**config.mk**
```make
export PLATFORM = sky130hd
export DESIGN_NAME = rc4_stream_cipher_unit_flat
export DESIGN_NICKNAME = d
export VERILOG_FILES = /design/src/rtl/core/rc4_pkg.sv /design/src/rtl/core/rc4_stream_if.sv /design/src/rtl/core/rc4_ram.sv /design/src/rtl/core/rc4_stream_cipher_unit.sv /design/src/flat_wrapper.sv
export SDC_FILE = /design/constraint.sdc
export NUM_CORES = 2
export LEC_CHECK = 0
export BUFFER_PORTS_ARGS = -buffer_cell sky130_fd_sc_hd__buf_2
export CAP_MARGIN = 20
export CELL_PAD_IN_SITES_DETAIL_PLACEMENT = 0
export CELL_PAD_IN_SITES_GLOBAL_PLACEMENT = 2
export CORE_MARGIN = 2
export CORE_UTILIZATION = 30
export CTS_BUF_LIST = sky130_fd_sc_hd__clkbuf_8
export CTS_CLUSTER_SIZE = 24
export DETAILED_ROUTE_END_ITERATION = 8
export PLACE_DENSITY_LB_ADDON = 0.1
export SLEW_MARGIN = 20
export SYNTH_ARGS = -nofsm -noshare
export SYNTH_HDL_FRONTEND = slang
export SYNTH_HIERARCHICAL = 1
export SYNTH_SLANG_ARGS = --single-unit
```
**constraint.sdc**
```tcl
create_clock -name clk -period 27.5 [get_ports clk]
set_clock_uncertainty 0.1 [all_clocks]
set_input_delay 1.375 -clock clk [delete_from_list [all_inputs] [get_ports clk]]
set_output_delay 1.375 -clock clk [all_outputs]
set_load 0.05 [all_outputs]
```
**src/rtl/core/rc4_pkg.sv**
```systemverilog
// Shared types and constants for the RC4 cipher engine.
package rc4_pkg;

  localparam int BYTE_W     = 8;
  localparam int PERM_DEPTH = 256;
  localparam int PERM_AW    = 8;

  localparam logic ACTION_KEY  = 1'b0;
  localparam logic ACTION_DATA = 1'b1;

  typedef logic [BYTE_W-1:0] byte_t;

  // A write to the permutation memory that waits for a free write slot.
  typedef struct packed {
    logic                 en;
    logic [PERM_AW-1:0]   addr;
    byte_t                data;
  } perm_wr_t;

endpackage

```
**src/rtl/core/rc4_stream_if.sv**
```systemverilog
// Handshake channel interfaces for the RC4 cipher engine input and result streams.
interface rc4_in_if;
  logic          valid;
  logic          ready;
  logic          action;
  rc4_pkg::byte_t byte_in;
  logic          last_key;

  modport source (output valid, output action, output byte_in, output last_key, input ready);
  modport sink   (input valid, input action, input byte_in, input last_key, output ready);
endinterface

interface rc4_out_if;
  logic           valid;
  logic           ready;
  rc4_pkg::byte_t byte_out;

  modport source (output valid, output byte_out, input ready);
  modport sink   (input valid, input byte_out, output ready);
endinterface

```
**src/rtl/core/rc4_ram.sv**
```systemverilog
// Generic single-write, single-read synchronous RAM with registered read data.
module rc4_ram #(
  parameter int WIDTH = 8,
  parameter int DEPTH = 256
) (
  input  logic                                      clk,
  input  logic                                      we,
  input  logic [((DEPTH > 1) ? $clog2(DEPTH) : 1)-1:0] waddr,
  input  logic [WIDTH-1:0]                          wdata,
  input  logic                                      re,
  input  logic [((DEPTH > 1) ? $clog2(DEPTH) : 1)-1:0] raddr,
  output logic [WIDTH-1:0]                          rdata
);

  logic [WIDTH-1:0] mem [DEPTH];

  always_ff @(posedge clk) begin
    if (we) begin
      mem[waddr] <= wdata;
    end
    if (re) begin
      rdata <= mem[raddr];
    end
  end

endmodule

```
**src/rtl/core/rc4_stream_cipher_unit.sv**
```systemverilog
// Top level of the RC4 cipher engine: key store, key schedule and byte cipher.
//
//   Channel  Dir  Payload                      Transfer
//   in_ch    in   action, byte_in, last_key    valid && ready
//   out_ch   out  byte_out                     valid && ready
//
// A data byte occupies the permutation memory through states ST_IDLE, ST_D1
// and ST_D2: its three reads (S[i], S[j], keystream entry) depend on each
// other through the one read port, whose read data is registered. The final
// key byte is followed by the key schedule, states ST_K0, ST_K1 and ST_K2
// for each permutation entry, during which no transfer is taken on in_ch.
// Reset is synchronous and active low. The identity permutation is supplied
// by a valid bit per entry, so neither reset nor a new key needs a clearing
// pass. A stalled out_ch holds at most one result; the next data byte's
// result waits in the pipeline and, in ST_IDLE, in_ch is held off only
// while it waits.
module rc4_stream_cipher_unit #(
  parameter int KEY_DEPTH = 256
) (
  input  logic          clk,
  input  logic          rst_n,
  rc4_in_if.sink        in_ch,
  rc4_out_if.source     out_ch
);

  localparam int KAW = (KEY_DEPTH > 1) ? $clog2(KEY_DEPTH) : 1;
  localparam int KCW = $clog2(KEY_DEPTH + 1);
  localparam int AW  = rc4_pkg::PERM_AW;

  // Sequencer states: idle, data read of S[j], data swap, and three key
  // schedule steps per entry.
  localparam logic [2:0] ST_IDLE = 3'd0;
  localparam logic [2:0] ST_D1   = 3'd1;
  localparam logic [2:0] ST_D2   = 3'd2;
  localparam logic [2:0] ST_K0   = 3'd3;
  localparam logic [2:0] ST_K1   = 3'd4;
  localparam logic [2:0] ST_K2   = 3'd5;

  logic [2:0] state_r, state_nxt;

  // Cipher indices and working registers.
  logic [AW-1:0]    i_r, j_r;
  rc4_pkg::byte_t   sx_r;
  rc4_pkg::byte_t   data_r;
  logic             res_pend_r;

  // Key schedule registers.
  logic [AW-1:0]    n_r;
  logic [AW-1:0]    acc_r;
  rc4_pkg::byte_t   sn_r;
  logic [KAW-1:0]   kidx_r;
  logic [KCW-1:0]   key_len_r;
  logic [KCW-1:0]   key_count_r;

  rc4_pkg::perm_wr_t pend_r;

  // One valid bit per permutation entry; an invalid entry reads as its own
  // address, which is the identity permutation.
  logic [rc4_pkg::PERM_DEPTH-1:0] pvld_r;

  // Read-side bookkeeping for the permutation memory.
  logic [AW-1:0]    rd_addr_r;
  logic             rd_fwd_r;
  rc4_pkg::byte_t   rd_fwd_data_r;
  logic             rd_vld_r;

  logic             out_valid_r;
  rc4_pkg::byte_t   out_byte_r;

  // Permutation memory ports.
  logic             p_we, p_re;
  logic [AW-1:0]    p_waddr, p_raddr;
  rc4_pkg::byte_t   p_wdata, p_rdata;

  // Key memory ports.
  logic             k_we, k_re;
  logic [KAW-1:0]   k_waddr;
  rc4_pkg::byte_t   k_rdata;

  logic             in_fire;
  logic             key_start;
  logic             out_free;
  logic             out_load;
  logic             pend_take;
  logic             key_store_ok;
  logic [KCW-1:0]   key_count_inc;
  logic [KCW-1:0]   kidx_inc;
  rc4_pkg::byte_t   rd_val;
  rc4_pkg::byte_t   ks_byte;
  logic [AW-1:0]    acc_sum;

  assign in_fire   = in_ch.valid && in_ch.ready;
  assign key_start = in_fire && (in_ch.action == rc4_pkg::ACTION_KEY) && in_ch.last_key;
  assign out_free  = !out_valid_r || out_ch.ready;
  assign out_load  = (state_r == ST_IDLE) && res_pend_r && out_free;

  assign in_ch.ready    = (state_r == ST_IDLE) && (!res_pend_r || out_free);
  assign out_ch.valid   = out_valid_r;
  assign out_ch.byte_out = out_byte_r;

  // Read data as it stands after any write in the cycle of the read.
  assign rd_val = rd_fwd_r ? rd_fwd_data_r : (rd_vld_r ? p_rdata : rd_addr_r);

  // After the swap, S[j] holds sx; the forwarded write covers S[i].
  assign ks_byte = (rd_addr_r == j_r) ? sx_r : rd_val;

  assign acc_sum = acc_r + k_rdata + rd_val;

  assign key_store_ok  = (key_count_r < KCW'(KEY_DEPTH));
  assign key_count_inc = key_count_r + KCW'(key_store_ok);
  assign kidx_inc      = KCW'(kidx_r) + KCW'(1);

  // A waiting write goes out in ST_IDLE or ST_K0, which make no write of their own.
  assign pend_take = pend_r.en && ((state_r == ST_IDLE) || (state_r == ST_K0));

  assign k_we    = in_fire && (in_ch.action == rc4_pkg::ACTION_KEY) && key_store_ok;
  assign k_waddr = key_count_r[KAW-1:0];
  assign k_re    = (state_r == ST_K0);

  always_comb begin
    state_nxt = state_r;
    p_we      = 1'b0;
    p_waddr   = pend_r.addr;
    p_wdata   = pend_r.data;
    p_re      = 1'b0;
    p_raddr   = i_r + AW'(1);
    if (pend_take) begin
      p_we = 1'b1;
    end
    unique case (state_r)
      ST_IDLE: begin
        if (in_fire) begin
          if (in_ch.action == rc4_pkg::ACTION_DATA) begin
            p_re      = 1'b1;
            state_nxt = ST_D1;
          end else if (in_ch.last_key) begin
            state_nxt = ST_K0;
          end
        end
      end
      ST_D1: begin
        p_re      = 1'b1;
        p_raddr   = j_r + rd_val;
        state_nxt = ST_D2;
      end
      ST_D2: begin
        p_we      = 1'b1;
        p_waddr   = i_r;
        p_wdata   = rd_val;
        p_re      = 1'b1;
        p_raddr   = sx_r + rd_val;
        state_nxt = ST_IDLE;
      end
      ST_K0: begin
        p_re      = 1'b1;
        p_raddr   = n_r;
        state_nxt = ST_K1;
      end
      ST_K1: begin
        p_re      = 1'b1;
        p_raddr   = acc_sum;
        state_nxt = ST_K2;
      end
      ST_K2: begin
        p_we      = 1'b1;
        p_waddr   = n_r;
        p_wdata   = rd_val;
        state_nxt = (n_r == '1) ? ST_IDLE : ST_K0;
      end
      default: begin
        state_nxt = ST_IDLE;
      end
    endcase
  end

  always_ff @(posedge clk) begin
    if (!rst_n) begin
      state_r     <= ST_IDLE;
      pend_r.en   <= 1'b0;
      res_pend_r  <= 1'b0;
      out_valid_r <= 1'b0;
      pvld_r      <= '0;
      key_count_r <= '0;
      i_r         <= '0;
      j_r         <= '0;
    end else begin
      state_r <= state_nxt;

      if (p_re) begin
        rd_addr_r     <= p_raddr;
        rd_fwd_r      <= p_we && (p_waddr == p_raddr);
        rd_fwd_data_r <= p_wdata;
        rd_vld_r      <= pvld_r[p_raddr];
      end
      // A new key restarts from the identity permutation, which also
      // discards a swap write still waiting from the last data byte.
      if (key_start) begin
        pvld_r <= '0;
      end else if (p_we) begin
        pvld_r[p_waddr] <= 1'b1;
      end
      if (pend_take) begin
        pend_r.en <= 1'b0;
      end

      if (out_load) begin
        out_byte_r <= data_r ^ ks_byte;
        res_pend_r <= 1'b0;
      end
      if (out_load) begin
        out_valid_r <= 1'b1;
      end else if (out_ch.ready) begin
        out_valid_r <= 1'b0;
      end

      unique case (state_r)
        ST_IDLE: begin
          if (in_fire) begin
            if (in_ch.action == rc4_pkg::ACTION_DATA) begin
              i_r    <= i_r + AW'(1);
              data_r <= in_ch.byte_in;
            end else if (in_ch.last_key) begin
              key_len_r   <= key_count_inc;
              key_count_r <= '0;
              i_r         <= '0;
              j_r         <= '0;
              n_r         <= '0;
              acc_r       <= '0;
              kidx_r      <= '0;
            end else begin
              key_count_r <= key_count_inc;
            end
          end
        end
        ST_D1: begin
          sx_r <= rd_val;
          j_r  <= j_r + rd_val;
        end
        ST_D2: begin
          pend_r     <= '{en: 1'b1, addr: j_r, data: sx_r};
          res_pend_r <= 1'b1;
        end
        ST_K0: begin
          kidx_r <= (kidx_inc == key_len_r) ? '0 : kidx_inc[KAW-1:0];
        end
        ST_K1: begin
          sn_r  <= rd_val;
          acc_r <= acc_sum;
        end
        ST_K2: begin
          pend_r <= '{en: 1'b1, addr: acc_r, data: sn_r};
          n_r    <= n_r + AW'(1);
        end
        default: begin
        end
      endcase
    end
  end

  rc4_ram #(
    .WIDTH (rc4_pkg::BYTE_W),
    .DEPTH (rc4_pkg::PERM_DEPTH)
  ) u_perm_ram (
    .clk   (clk),
    .we    (p_we),
    .waddr (p_waddr),
    .wdata (p_wdata),
    .re    (p_re),
    .raddr (p_raddr),
    .rdata (p_rdata)
  );

  rc4_ram #(
    .WIDTH (rc4_pkg::BYTE_W),
    .DEPTH (KEY_DEPTH)
  ) u_key_ram (
    .clk   (clk),
    .we    (k_we),
    .waddr (k_waddr),
    .wdata (in_ch.byte_in),
    .re    (k_re),
    .raddr (kidx_r),
    .rdata (k_rdata)
  );

endmodule
```
**src/flat_wrapper.sv**
```systemverilog
// flat-port wrapper written by rule: the top's interface ports become plain ports
module rc4_stream_cipher_unit_flat 
#(
  parameter int KEY_DEPTH = 256
)
  (clk, rst_n, in_ch_valid, in_ch_action, in_ch_byte_in, in_ch_last_key, in_ch_ready, out_ch_valid, out_ch_byte_out, out_ch_ready);
  rc4_in_if in_ch_i ();
  rc4_out_if out_ch_i ();
  input  logic clk;
  input  logic rst_n;
  input wire logic [$bits(in_ch_i.valid)-1:0] in_ch_valid;
  input wire logic [$bits(in_ch_i.action)-1:0] in_ch_action;
  input wire logic [$bits(in_ch_i.byte_in)-1:0] in_ch_byte_in;
  input wire logic [$bits(in_ch_i.last_key)-1:0] in_ch_last_key;
  output wire logic [$bits(in_ch_i.ready)-1:0] in_ch_ready;
  output wire logic [$bits(out_ch_i.valid)-1:0] out_ch_valid;
  output wire logic [$bits(out_ch_i.byte_out)-1:0] out_ch_byte_out;
  input wire logic [$bits(out_ch_i.ready)-1:0] out_ch_ready;
  assign in_ch_i.valid = in_ch_valid;
  assign in_ch_i.action = in_ch_action;
  assign in_ch_i.byte_in = in_ch_byte_in;
  assign in_ch_i.last_key = in_ch_last_key;
  assign in_ch_ready = in_ch_i.ready;
  assign out_ch_valid = out_ch_i.valid;
  assign out_ch_byte_out = out_ch_i.byte_out;
  assign out_ch_i.ready = out_ch_ready;
  rc4_stream_cipher_unit #(.KEY_DEPTH(KEY_DEPTH)) u_core (.clk(clk), .rst_n(rst_n), .in_ch(in_ch_i), .out_ch(out_ch_i));
endmodule
```
# [Word level (Yosys, flattened, before mapping)]
# Memory sizes are Yosys's and may differ from the RTL's. A register that Yosys moved wholly into a read port is not among the register bits.
# Cells that the tools add are included.
[classes] add_sub_neg=8 multipliers=0 n_div=0 magnitude_cmp=4 n_eq_ne=13 shift=0 n_mux=40 n_bitwise=4 n_reduce_logical=42
[ops] operator="bitwise OR 256 bit" count=1
[ops] operator="case mux 8 bit (2 select lines)" count=5
[ops] operator="2-to-1 mux 8 bit" count=9
[ops] operator="case mux 17 bit (2 select lines)" count=1
[ops] operator="adder 8 bit" count=4
[ops] operator="case mux 8 bit (4 select lines)" count=1
[ops] operator="AND reduction 5 bit" count=4
[ops] operator="less-than comparator 8 x 9 -> 1 bit (second input constant)" count=2
[ops] operator="adder 8 x 1 -> 8 bit (second input constant)" count=2
[ops] operator="equality test 8 bit" count=2
[ops] operator="nonzero test 2 bit" count=8
[ops] operator="2-to-1 mux 1 bit" count=15
[ops] operator="case mux 3 bit (5 select lines)" count=1
[ops] operator="AND reduction 2 bit" count=6
[ops] operator="logical AND 1 bit" count=10
[ops] operator="adder 8 x 1 -> 9 bit (second input constant)" count=1
[ops] operator="adder 9 x 1 -> 9 bit" count=1
[ops] operator="equality test 9 bit" count=1
[ops] operator="less-than comparator 9 bit (second input constant)" count=1
[ops] operator="2-to-1 mux 3 bit" count=3
[ops] operator="2-to-1 mux 9 bit" count=1
[ops] operator="binary-select mux 1 bit (select 8 bit)" count=1
[ops] operator="demux 1 bit (select 8 bit)" count=1
[ops] operator="equality test 8 bit (second input constant)" count=1
[ops] operator="other kinds (19)" count=29
[word_totals] regBits=386 latch_bits=0 ramBits=4096 romBits=0 inputBits=14 out_inout_bits=10 mem_count=2
[mem_list] memory="u_core.u_key_ram.mem" depth=256 word_bits=8 rd=1 rd_ports_with_merged_regs=1 wr=1 line="rc4_ram.sv:15" text="logic [WIDTH-1:0] mem [DEPTH];"
[mem_list] memory="u_core.u_perm_ram.mem" depth=256 word_bits=8 rd=1 rd_ports_with_merged_regs=1 wr=1 line="rc4_ram.sv:15"

# [Logic depth before layout (Yosys ltp)]
[depth] depth_word=9 ltp_mapped=23 ltp_nobuf=19

# [Hierarchy]
# Netlist, hierarchy kept.
[modules_own_cells] mod="rc4_ram" instances=2 cells_per_inst=3733 area_per_inst_um2=79636.4 seq_area_each_um2=61739.2
[modules_own_cells] mod="rc4_stream_cipher_unit" instances=1 cells_per_inst=2001 area_per_inst_um2=18133.6 seq_area_each_um2=8718.4

# [Worst setup path after synthesis]
# Ideal clock, no wire load.
[synth_path] kind="flip-flop to flip-flop" startpoint="register u_core.state_r[2]" endpoint="register u_core.rd_fwd_data_r[7] (data pin)" setup_time_ns=2.197 arrival_ns=11.159 required_time_ns=25.203 path_slack_ns=14.043 path_stages_with_launch=7 path_buffers=3 period_less_slack_ns=13.457 cell_sequence="dfxtp_1 > buf_2 > buf_2 > buf_2 > nor2_1 > nor2_1 > o21ai_0"
[synth_via] elab_chain_cells=3 word_cells_on_any_way=4 classes_between="eq/ne (2); mux (1); reduce/logical (1)"
[synth_rtl] element="start: declaration" line="rc4_stream_cipher_unit.sv:39" text="logic [2:0] state_r, state_nxt;"
[synth_rtl] element="start signal: assignment" line="rc4_stream_cipher_unit.sv:187" text="state_r <= state_nxt;"
[synth_rtl] element="equality test 3 x 2 -> 1 bit / equality test 3 bit (equally long branches)" line="rc4_stream_cipher_unit.sv:130" text="unique case (state_r)"
[synth_rtl] element="OR reduction 2 bit (no source line) (*)"
[synth_rtl] element="2-to-1 mux 8 bit (*)" line="rc4_stream_cipher_unit.sv:130"
[synth_rtl] element="net u_core.p_wdata[7]" line="rc4_stream_cipher_unit.sv:73" text="rc4_pkg::byte_t p_wdata, p_rdata;"
[synth_rtl] element="end signal: assignment" line="rc4_stream_cipher_unit.sv:192" text="rd_fwd_data_r <= p_wdata;"
[synth_rtl] element="end: declaration" line="rc4_stream_cipher_unit.sv:64" text="rc4_pkg::byte_t rd_fwd_data_r;"
# Mark *: on every way through the listed nets, which the timed path passes. The rest lies on a longest branch.
# A chain may end at the register's enable or synchronous reset.

# [Final worst setup path]
[layout_path] startpoint="register u_core.rd_vld_r" endpoint="register u_core.u_perm_ram.rdata[6], read port of u_core.u_perm_ram.mem (data pin)"
[layout_via] elab_chain_cells=4 word_cells_on_any_way=6 classes_between="add/sub (3); mux (3)"
[layout_rtl] element="start: declaration" line="rc4_stream_cipher_unit.sv:65" text="logic rd_vld_r;"
[layout_rtl] element="start signal: assignment" line="rc4_stream_cipher_unit.sv:193" text="rd_vld_r <= pvld_r[p_raddr];"
[layout_rtl] element="2-to-1 mux 8 bit (2 in a row)" line="rc4_stream_cipher_unit.sv:102" text="assign rd_val = rd_fwd_r ? rd_fwd_data_r : (rd_vld_r ? p_rdata : rd_addr_r);"
[layout_rtl] element="net u_core.rd_val[0]" line="rc4_stream_cipher_unit.sv:88" text="rc4_pkg::byte_t rd_val;"
[layout_rtl] element="adder 8 bit" line="rc4_stream_cipher_unit.sv:107" text="assign acc_sum = acc_r + k_rdata + rd_val;"
[layout_rtl] element="net u_core.acc_sum[0]" line="rc4_stream_cipher_unit.sv:90" text="logic [AW-1:0] acc_sum;"
[layout_rtl] element="case mux 8 bit (4 select lines)" line="rc4_stream_cipher_unit.sv:130"
[layout_rtl] element="end: declaration" line="rc4_ram.sv:12" text="output logic [WIDTH-1:0] rdata"
# The timed path passes the listed nets, and every way through them passes these cells.

==> impl_metrics.py <==
metrics = {
    "layout": {
        "area_growth_pct": 13.5,
        "layout-drive-gt1-share": 0.224,
        "mostFrequentLayoutCells": "4,211 x edfxtp_1, 910 x mux4_2, 859 x nor2_1, 819 x clkbuf_8, 486 x a21oi_1",
        "fin_cells": 18400,
        "layout_commonest_cell": "edfxtp_1",
        "fin_nets": 10000,
        "fill_cells": 56000,
    },
    "worst_setup_path": {
        "cp_common_cell": "buf_4",
        "path_cells": "mux2i_1, o21ai_1, buf_4, fa_1, nor3b_1, o21a_1, buf_4, nor2_4, inv_8, buf_4, buf_4, buf_12, buf_4, mux4_2, a22oi_1, a21oi_1, nor4_1, buf_4, nor4_2",
        "path_max_fanout": 73,
        "end_kind": "flip-flop",
        "worstPathRequired_ns": 28.39,
        "cp.arrival_ns": 9.37,
        "slowest_delay_ns": 0.74,
        "rrSetupSlack_ns": 19.02,
        "cp-start-kind": "flip-flop",
        "worst-path-buf-inv": 8,
        "crit_type": "flip-flop to flip-flop",
        "crit_family": "buffers and inverters",
        "crit_path_top_delay_cell": "nor4_1",
    },
    "synthesis": {
        "synth_cell_type_count": 102,
        "synthTopCellsByArea": "edfxtp_1 71%, mux4_2 12%, dfxtp_1 3.2%",
        "syn-cell-area_um2": 177000,
        "async_flop_share": 0,
        "synth_seq_cells": 4498,
        "synth.avg_cell_area_um2": 18.7,
        "synthFlopType": "edfxtp_1",
        "syn_nets": 9516,
        "synth.yosys.seq_area_share": 0.745,
        "yosys_warnings": 6,
        "synth_edf_count": 4211,
        "synth_top_area_share": 0.713,
        "yosysTopAreaCell": "edfxtp_1",
        "syn_inst": 9467,
    },
    "floorplanning": {
        "die_area_um2": 598000,
        "start_util": 0.301,
        "core_area_um2": 590000,
        "io_pins": 24,
        "fp-row-count": 282,
        "die_w_um": 773,
        "die_y_um": 773,
    },
    "pwr": {
        "ir_drop_uv": 49.1,
        "clock_power_share": 0.385,
        "seqPwrFrac": 0.511,
        "power_uw": 14800,
        "pwr-share-comb": 0.103,
        "p_sw_frac": 0.261,
        "power_density_nw_per_um2": 73.5,
        "netSwitchingPower_uw": 3860,
        "p_leak_uw": 0.0631,
        "intPower_uw": 10900,
    },
    "sta": {
        "maxSlewHeadroom": 0.0961,
        "rsz0062_at_grt": "no",
        "drv_slew": 0,
        "finalSetupViolations": 0,
        "period_share": 0.308,
        "hold_viol": 0,
        "worst_slew_pin_slew_ns": 1.35,
        "max_clock_freq_mhz": 118,
        "tns_ns": 0,
        "timing.final.crit_period_ns": 8.48,
    },
    "routing": {
        "wl_per_cell_um": 30.0,
        "wl_um": 552000,
        "first_pass_iters": 6,
        "drc": 0,
        "ant_nets": 0,
        "drt_iter0_markers": 7467,
        "avgViaCountPerCell": 5.08,
        "via_count": 93500,
    },
    "clock_network": {
        "cts_setup_buffers": 0,
        "ctsHoldBuffers": 0,
        "cts.reportedPaths.clkPinSlew_ns": 0.06,
        "cts_tree": "built",
        "numCtsBuffers": 797,
        "cts-root-buf": "clkbuf_8",
        "cts_sinks": 4498,
        "cts_resized": 0,
        "clk_path_buf_depth": 4,
        "clk_latency_ns": 1.26,
        "htreeDepth": 6,
    },
    "global_route": {
        "grt_pass1_vias": 97400,
        "grt_pass1_wl_um": 771000,
        "gr-total-overflow": 0,
        "antenna_found_initial": 28,
        "grt_max_degree": 169,
        "globalRouteTotalUtil": 0.179,
    },
    "placed_design": {
        "place_hpwl_um": 338000,
        "io_buffer_count": 23,
        "place_inst": 17000,
        "gp_congestion": 0.763,
    },
    "run_status": {
        "status": "finished clean",
    },
    "worst_hold_path": {
        "hp-class": "flip-flop to flip-flop",
    },
    "flow_run": {
        "cap_violations": 0,
    },
}
==> state kept, by name, indices dropped and copies added (netlist names), 3 cells and up <==
name	cells
u_core/acc_r	8
u_core/data_r	8
u_core/i_r	8
u_core/j_r	8
u_core/key_count_r	9
u_core/key_len_r	9
u_core/kidx_r	8
u_core/n_r	8
u_core/out_ch.byte_out	8
u_core/pend_r	17
u_core/pvld_r	256
u_core/rd_addr_r	8
u_core/rd_fwd_data_r	8
u_core/sn_r	8
u_core/state_r	3
u_core/sx_r	8
u_core/u_key_ram/mem	2048
u_core/u_key_ram/rdata	8
u_core/u_perm_ram/mem	2048
u_core/u_perm_ram/rdata	8
==> cells in the mapped netlist (61+ instances only) <==
master / instances
edfxtp_1: 4211
mux4_2: 910
nor2_1: 899
a21oi_1: 486
mux2i_1: 324
clkbuf_1: 307
dfxtp_1: 287
a22oi_1: 273
nand2_1: 203
nand3_1: 111
buf_2: 96
o21ai_0: 95
o221ai_1: 93
nor2b_1: 81
a211oi_1: 76
buf_4: 69
nor3_1: 61
==> through the flow <==
stage	utilization	cell area (um^2)	setup WS [ns]	hold slack, ns
final	0.341	201000	19.02	0.357
after global routing	0.341	201000	18.43	0.330
after CTS	0.341	201000	18.76	0.252
after detailed placement	0.317	187000	18.76	0.347
after global placement	0.317	187000	18.52	0.339
after floorplan	-	177000	14.04	0.329
==> power by group through the flow <==
stage	clock network (uW)	logic (uW)	registers, uW
after global placement	0	1560	7710
after global routing	6220	1640	7560
after CTS	5930	1580	7570
after floorplan	0	939	7710
final	5700	1530	7570
after detailed placement	0	1570	7710
==> logic make-up after synthesis <==
logic type | count (synthesis) | share of synthesized area
and+or+nand+nor | 1620 | 0.0412
DFF | 4498 | 0.745
adders and majority gates | 35 | 0.00289
xor gates and xnor gates | 70 | 0.00346
buffers and inverters | 643 | 0.0208
muxes | 1250 | 0.135
AOI/OAI and AO/OA | 1351 | 0.0513
==> area by class of cell <==
| class | count | area, um^2 | share of cell area |
|---|---|---|---|
| Sequential cell | 4498 | 132000 | 0.657 |
| Multi-Input combinational cell | 4326 | 42100 | 0.209 |
| Clock buffer | 819 | 11300 | 0.0560 |
| Tap cell | 7810 | 9770 | 0.0485 |
| Clock inverter | 587 | 3100 | 0.0154 |
| Timing Repair Buffer | 324 | 2680 | 0.0133 |
| Inverter | 33 | 143 | 0.000709 |
| Antenna cell | 11 | 27.5 | 0.000137 |
==> worst paths after layout <==
kind / start / endpoint / cells past startpoint
worst max-delay path: u_core/rd_vld_r / u_core/u_perm_ram/rdata[6] / 19
worst min-delay path: u_core/pvld_r[72] / u_core/pvld_r[72] / 2
worst max register to register: u_core/rd_vld_r / u_core/u_perm_ram/rdata[6] / 19
worst min register to register: u_core/pvld_r[72] / u_core/pvld_r[72] / 2
==> worst min-delay path, cell delays in order (launching register included) <==
cell	delay, ns
dfxtp_1	0.31
a21oi_1	0.04
nor2_1	0.07
==> routing by layer <==
| metal | GRT usage | vias up | wire length, um |
|---|---|---|---|
| li1 | - | 39800 | - |
| met1 | 0.248 | 50500 | 247000 |
| met2 | 0.300 | 2413 | 268000 |
| met3 | 0.0276 | 782 | 25300 |
| met4 | 0.0400 | 4 | 11900 |
| met5 | 0 | - | 27 |
Note: power is estimated with default switching activity, not from simulation.
